$ cat config.mk
export PLATFORM = sky130hd
export DESIGN_NAME = idq_cell
export DESIGN_NICKNAME = d
export VERILOG_FILES = /design/src/hdl/idq_pkg.sv /design/src/hdl/idq_cell.sv
export SDC_FILE = /design/constraint.sdc
export NUM_CORES = 1
export LEC_CHECK = 0
export ABC_AREA = 1
export BUFFER_PORTS_ARGS = -buffer_cell sky130_fd_sc_hd__buf_2
export CAP_MARGIN = 5
export CORE_MARGIN = 2
export CORE_UTILIZATION = 35
export CTS_BUF_LIST = sky130_fd_sc_hd__clkbuf_4 sky130_fd_sc_hd__clkbuf_8
export DETAILED_ROUTE_END_ITERATION = 16
export PLACE_DENSITY = 0.72
export SYNTH_ARGS = -nofsm -noshare
export SYNTH_HDL_FRONTEND = slang
export SYNTH_SLANG_ARGS = --single-unit
$ cat constraint.sdc
create_clock -name clk -period 3 [get_ports clk]
set_clock_uncertainty 0.1 [all_clocks]
set_input_delay 0.45 -clock clk [delete_from_list [all_inputs] [get_ports clk]]
set_output_delay 0.45 -clock clk [all_outputs]
set_load 0.05 [all_outputs]
$ cat src/hdl/idq_pkg.sv
package idq_pkg;

  // Fixed field widths of the request and result beats
  localparam int CMD_W   = 2;
  localparam int POS_W   = 9;
  localparam int WORD_W  = 32;
  localparam int STAT_W  = 2;
  localparam int COUNT_W = 9;

  // Fan-in of one stage of the read-out OR tree
  localparam int TREE_RADIX = 16;

  typedef enum logic [CMD_W-1:0] {
    CMD_READ   = 2'd0,
    CMD_INSERT = 2'd1,
    CMD_ERASE  = 2'd2,
    CMD_CLEAR  = 2'd3
  } cmd_t;

  typedef enum logic [STAT_W-1:0] {
    ST_DONE = 2'd0,
    ST_OOB  = 2'd1,
    ST_FULL = 2'd2
  } status_t;

  typedef enum logic {
    FSM_IDLE = 1'b0,
    FSM_WAIT = 1'b1
  } fsm_t;

  // Per-cycle command broadcast along the row of cells
  typedef struct packed {
    logic ins;  // open a gap at idx, shift the tail up
    logic del;  // close the gap at idx, shift the tail down
    logic rd;   // cell at idx drives its word into the tree
  } cell_ctl_t;

  // Number of registered stages the OR tree needs for n leaves
  function automatic int tree_levels(input int n);
    int lv;
    int span;
    lv   = 1;
    span = TREE_RADIX;
    while (span < n) begin
      span = span * TREE_RADIX;
      lv   = lv + 1;
    end
    return lv;
  endfunction

endpackage

$ cat src/hdl/idq_cell.sv
module idq_cell #(
  parameter int W        = 32,
  parameter int IW       = 8,
  parameter int CELL_IDX = 0
) (
  input  logic              clk,
  input  idq_pkg::cell_ctl_t ctl_i,
  input  logic [IW-1:0]     idx_i,
  input  logic [W-1:0]      word_i,
  input  logic [W-1:0]      prev_i,
  input  logic [W-1:0]      next_i,
  output logic [W-1:0]      data_o,
  output logic [W-1:0]      leaf_o
);
  import idq_pkg::*;

  localparam logic [IW-1:0] MY_IDX = IW'(CELL_IDX);

  logic [W-1:0] data_r;
  logic [W-1:0] data_nxt;
  logic         at_idx;
  logic         above_idx;

  assign at_idx    = (idx_i == MY_IDX);
  assign above_idx = (MY_IDX > idx_i);

  always_comb begin
    data_nxt = data_r;
    if (ctl_i.ins) begin
      if (at_idx) begin
        data_nxt = word_i;
      end else if (above_idx) begin
        data_nxt = prev_i;
      end
    end else if (ctl_i.del) begin
      if (at_idx || above_idx) begin
        data_nxt = next_i;
      end
    end
  end

  always_ff @(posedge clk) begin
    data_r <= data_nxt;
  end

  assign data_o = data_r;
  assign leaf_o = (ctl_i.rd && at_idx) ? data_r : '0;

endmodule

==> results.md, run 1 <==
- WL per Instance: ~12 um
- Final std cells w/o fill: between 500 and 600
- Placed cell count: approximately 550
- DP Wirelength: ~5.0 mm
- Die area: between 0.007 and 0.008 sq mm
- Max Clock Freq: 393 MHz
- Worst rel slew slack: 33.6%
- Least-Margin Pin Slew: approximately 0.99 ns
- CP peak stage delay: approximately 0.43 ns
- Die W: between 80 and 90 um
- Reg area: a little under 0.001 sq mm
- Starting Density: between 30 and 40%
- Buf/Inv on CP: 2
- Number of global-route vias before repair: around 2500
- Mapped Area: roughly 0.0022 sq mm
- Post-Syn Instances: about 320
- CTS tree: built
- Antenna-violating nets left: 0
- Worst Setup Start Kind: input pin
- YS warnings: 0
- Worst hold start: next_i[29]
- CTS H-tree lvls: 2
- Global-route wire length before repair: between 10 and 15 mm
- Fin crit share: 84.8%
- Core Region: between 0.006 and 0.007 sq mm
- Final GP Congestion: around 0.85
- Critical path fanouts, max: 32
- Tmin final: roughly 2.5 ns
- Worst hold slack: 0.339 ns
- CTS sink cnt: 32
- DIE HEIGHT: roughly 84 um
- Clk slew on worst S/H paths: about 0.070 ns
- Num CTS Buffers: 5
- Total GRT Usage: roughly a fifth
- ANT cells: 0
- DR vias: about 2500
- RSZ-0062 raised after global routing: false
- TritonRoute pass-1 iters: 4
- Post-Route WL: approximately 6.6 mm
- Clock buffer depth: 2
- Post-route DRC violation count: 0
- Setup violators final: 0
- Setup crit end kind: output port
- Maximum vdd drop: around 0.15 mV
- IO Pins: 172
- Fin. Hold Viols: 0
- Post-synthesis cell type count: 13
- Setup Buffers After CTS: 0
- Iteration-0 DRC Markers: between 100 and 150
- Worst Setup SP: idx_i[3]
- Syn_nets: about 430
- Fillers: 652
- Crit path DAT: roughly 2.0 ns
- Slowest cell on crit path: nand2_2
- Vias per inst: about 4.5
- Root Buffer: clkbuf_8
- Worst EP required: ~2.5 ns
- Share of cells above drive strength 1: between 30% and 40%
- Pwr/cell area: approximately 310 mW/mm^2
- Average size of a mapped cell: ~7.0 sq um
- Initial antenna violation count: 0
- Seq/Total Area, Yosys: between 40 and 50%
- Max_cap viols: 0
- Area occupied by multi-input gates: 931 sq um
- Most common cell after layout, fill and taps aside: buf_2
- I/O Buffers: between 150 and 200
- P&R area growth vs syn: 44.2%
- Post_cts resized: 0
- Num rows: 29
- Most frequent cells in the layout: 171 x buf_2, 97 x nand2_1, 65 x inv_1, 36 x nor2_1
- Pwr Total: slightly below 1 mW
- Hold Buf Count CTS: 0
- #FFs+latches synth: 32
- Total negative slack: 0 ns
- Crit path cell chain: buf_2 > nor2_1 > nand2_2 > nor2_4 > nand2_2 > nor2_1 > buf_2
- Final core utilization: about 50%
- Crit Path Class: input pin to output port
- Leak Pwr: around 1.9 nW
- Nets: slightly below 600
- Max reg flops: 32
- Slew Limit Fails: 0
- Largest net degree at the start of global routing: 33
- Crit path max-delay family: simple AND/OR/NAND/NOR gates
- Aggregate global routing overflow: 0
- Status: finished, final reports clean
- Worst hold path class: input pin to register
[final cells by class]
type                       count  area share, %
timing repair buffer         176           27.8
inverter                      65           7.61
clock buffer                   5           2.15
sequential                    32           30.0
multi-input combinational    201           29.0
tap                           77           3.00
clock inverter                 3          0.429
[final timing paths]
path                     end  depth (start not counted)  slack [ns]
setup / recovery   leaf_o[5]                          7        0.46
hold / removal    data_o[29]                          3        0.34
[power breakdown]
group,switching [mW],leakage (nW),internal (mW)
combinational,0.0819,1.54,0.0856
clock,0.157,0.0453,0.157
sequential,0.000646,0.278,0.497
[metrics by stage]
step | instance area (sq um) | setup WS (ns)
after floorplan | 2220 | 0.699
after global placement | 3130 | 0.497
after detailed placement | 3130 | 0.425
after CTS | 3210 | 0.418
after global routing | 3210 | 0.197
final | 3210 | 0.456
[cells by family after synthesis]
group           synth area share [%]
buf+inv                         15.0
simple gates                    30.7
flops                           43.2
compound gates                  11.1
[tightest hold or removal path, stage by stage]
cell and delay (ns):
buf_2 0.08, nand2_1 0.04, nand2_1 0.05
[synthesized netlist by cell type (all sizes together)]
cell	number	area share (%)
buf	7	2.0
clkbuf	12	2.0
edfxtp	32	43
inv	65	11
nand2	99	17
nand3	32	7.2
nor2	37	6.6
o21a	1	0.34
o21bai	32	11
[routing by layer]
layer | GRT usage (%) | vias up | share of wire, %
li1 | - | 1292 | -
met1 | 22.9 | 1103 | 40
met2 | 34.8 | 109 | 51
met3 | 3.46 | 10 | 6.6
met4 | 7.62 | 0 | 1.8
met5 | 0 | - | 0
No activity file was read; power rests on OpenSTA's default activity.
==> inputs of run 2 (changes only) <==
--- a/config.mk
+++ b/config.mk
@@ -5,14 +5,14 @@
 export SDC_FILE = /design/constraint.sdc
 export NUM_CORES = 1
 export LEC_CHECK = 0
-export ABC_AREA = 1
+export ABC_AREA = 0
 export BUFFER_PORTS_ARGS = -buffer_cell sky130_fd_sc_hd__buf_2
 export CAP_MARGIN = 5
 export CORE_MARGIN = 2
 export CORE_UTILIZATION = 35
 export CTS_BUF_LIST = sky130_fd_sc_hd__clkbuf_4 sky130_fd_sc_hd__clkbuf_8
 export DETAILED_ROUTE_END_ITERATION = 16
-export PLACE_DENSITY = 0.72
+export PLACE_DENSITY = 0.77
 export SYNTH_ARGS = -nofsm -noshare
 export SYNTH_HDL_FRONTEND = slang
 export SYNTH_SLANG_ARGS = --single-unit
==> constraint.sdc (replaced) <==
create_clock -name clk -period 2.2 [get_ports clk]
set_clock_uncertainty 0.1 [all_clocks]
set_input_delay 0.33 -clock clk [delete_from_list [all_inputs] [get_ports clk]]
set_output_delay 0.33 -clock clk [all_outputs]
set_load 0.05 [all_outputs]
==> results.md, run 2 <==
- DIE HEIGHT: 80.0 um (-4.4%)
- CTS tree: built
- WL per Instance: 14.8 um (+25%)
- Die area: 0.00640 sq mm (-8.6%)
- Tmin final: 2.17 ns
- Worst Setup Start Kind: input pin
- Post-Route WL: 6.82 mm (+2.8%)
- Slew Limit Fails: 0 (unchanged)
- Worst EP required: 1.77 ns (-0.68 ns)
- Final GP Congestion: 0.867 (+2.2%)
- Starting Density: 36.5% (+0.87 points)
- Top cell type by total area after synthesis: edfxtp_1
- Initial antenna violation count: 0 (unchanged)
- CTS sink cnt: 32 (unchanged)
- Syn_nets: 331 (-22%)
- Pwr/cell area: 438 mW/mm^2 (+43%)
- Maximum vdd drop: 0.192 mV (+25%)
- Aggregate global routing overflow: 0 (unchanged)
- Main synth FF type: edfxtp_1
- Post_cts resized: 0 (unchanged)
- Final std cells w/o fill: 460 (-18%)
- Status: finished, final reports clean
- #FFs+latches synth: 32 (unchanged)
- IO Pins: 172 (unchanged)
- Setup violators final: 0 (unchanged)
- Final core utilization: 55.6% (+4.2 points)
- Most common cell after layout, fill and taps aside: buf_2
- Antenna-violating nets left: 0 (unchanged)
- P&R area growth vs syn: 52.3%
- Max_cap viols: 0 (unchanged)
- Post-Syn Instances: 223 (-30%)
- YS warnings: 0 (unchanged)
- Worst hold path class: input pin to register
- Clock buffer depth: 2 (unchanged)
- Least-Margin Pin Slew: 0.441 ns (-0.554 ns)
- Fin crit share: between 90 and 100%
- Vias per inst: 5.21 (+16%)
- Largest net degree at the start of global routing: 41 (+24%)
- Total negative slack: 0 ns (unchanged)
- CTS H-tree lvls: 2 (unchanged)
- Seq/Total Area, Yosys: 47.5% (+4.3 points)
- Leak Pwr: 1.51 nW (-19%)
- Global-route wire length before repair: 10.3 mm (-6.0%)
- Top cell type's share of synthesized area: 47.5% (+4.3 points)
- Hold Buf Count CTS: 0 (unchanged)
- Worst Setup SP: idx_i[7]
- Die W: 80.0 um (-4.4%)
- Worst rel slew slack: 70.6% (+37 points)
- Num CTS Buffers: 5 (unchanged)
- Total GRT Usage: 20.9% (+1.5 points)
- Root Buffer: clkbuf_8
- Max reg flops: 32 (unchanged)
- Number of global-route vias before repair: 2138 (-13%)
- Synth area leaders: edfxtp_1 47%, a31oi_1 9.9%, and3_1 9.9%
- ANT cells: 0 (unchanged)
- Iteration-0 DRC Markers: 135 (unchanged)
- Fillers: 528 (-19%)
- Mapped Area: 0.00202 sq mm (-9.1%)
- Post-synth top cells: 32 x a31oi_1, 32 x and3_1, 32 x edfxtp_1, 32 x nand3_1, 32 x nor2_1
- I/O Buffers: 171 (unchanged)
- Placed cell count: 452 (-18%)
- Post-route DRC violation count: 0 (unchanged)
- Post-synthesis cell type count: 15 (+2)
- Crit path DAT: 1.74 ns (-0.25 ns)
- Num rows: 27 (-6.9%)
- Clk slew on worst S/H paths: 0.07 ns (about the same)
- DP Wirelength: 5.07 mm (+1.9%)
- Critical path fanouts, max: 15 (-53%)
- Setup crit end kind: output port
- EDFF count, synth: 32 (unchanged)
- Max Clock Freq: between 400 and 500 MHz
- Fin. Hold Viols: 0 (unchanged)
- Worst hold start: next_i[12]
- Core Region: 0.00554 sq mm (-11%)
- Worst hold slack: 0.287 ns (-0.0523 ns)
- Crit Path Class: input pin to output port
- TritonRoute pass-1 iters: 4 (unchanged)
- Share of cells above drive strength 1: 50.3% (+12 points)
- Setup Buffers After CTS: 0 (unchanged)
- Async set or reset register ratio after synthesis: 0% (unchanged)
- Average size of a mapped cell: 9.07 sq um (+29%)
- RSZ-0062 raised after global routing: false
- Nets: 495 (-16%)
- DR vias: 2395 (-4.7%)
[run 2: cell types whose count changed after synthesis, sizes merged, moves of 8 or more]
| cell | before | now |
|---|---|---|
| nand2 | 99 | 0 |
| inv | 65 | 0 |
| a31oi | 0 | 32 |
| and3 | 0 | 32 |
| o21ai | 0 | 32 |
| o21bai | 32 | 0 |
| buf | 7 | 15 |
[run 2: power by group]
| part | total, mW | internal, mW | switching (mW) |
|---|---|---|---|
| registers | 0.678 | 0.678 | 0.000854 |
| clock network | 0.441 | 0.244 | 0.197 |
| logic | 0.229 | 0.111 | 0.118 |
[run 2: worst paths after layout]
kind    endpoint  slack (ns)  cells after the start
min   data_o[12]        0.29                      3
max   leaf_o[23]        0.03                      6
[run 2: worst max-delay path, stage by stage]
cell,delay (ns)
buf_2,0.10
or4_4,0.58
nor2_8,0.16
buf_12,0.14
and3_1,0.16
buf_2,0.26
[run 2: layer usage]
metal / track usage [%] / wire, um / vias up
li1: - / - / 1175
met1: 25.2 / 2590 / 1102
met2: 37.6 / 3670 / 114
met3: 4.19 / 499 / 4
met4: 5.59 / 61 / 0
met5: 0 / 0 / -
[run 2: cell families after synthesis]
group	Yosys count	share of synthesized area (%)
AO/OA/AOI/OAI	65	18.2
buffers and inverters	25	7.24
flip-flops	32	47.5
AND/OR/NAND/NOR	101	27.1
[run 2: cell type report]
type / count / area, sq um / share of cell area, %
clock buffer: 7 / 83.8 / 2.72
clock inverter: 1 / 3.75 / 0.122
multi-input combinational: 166 / 935 / 30.3
sequential: 32 / 961 / 31.2
tap: 72 / 90.1 / 2.92
timing repair buffer: 182 / 1010 / 32.7
[run 2: per-stage QoR]
step | area (sq um) | worst slack (ns) | power (mW)
after floorplan | 2020 | 0.0243 | 0.791
after global placement | 2970 | 0.0499 | 0.915
after detailed placement | 2970 | 0.0370 | 0.920
after CTS | 3060 | 0.0360 | 1.37
after global routing | 3080 | 0.000390 | 1.42
final | 3080 | 0.0342 | 1.35
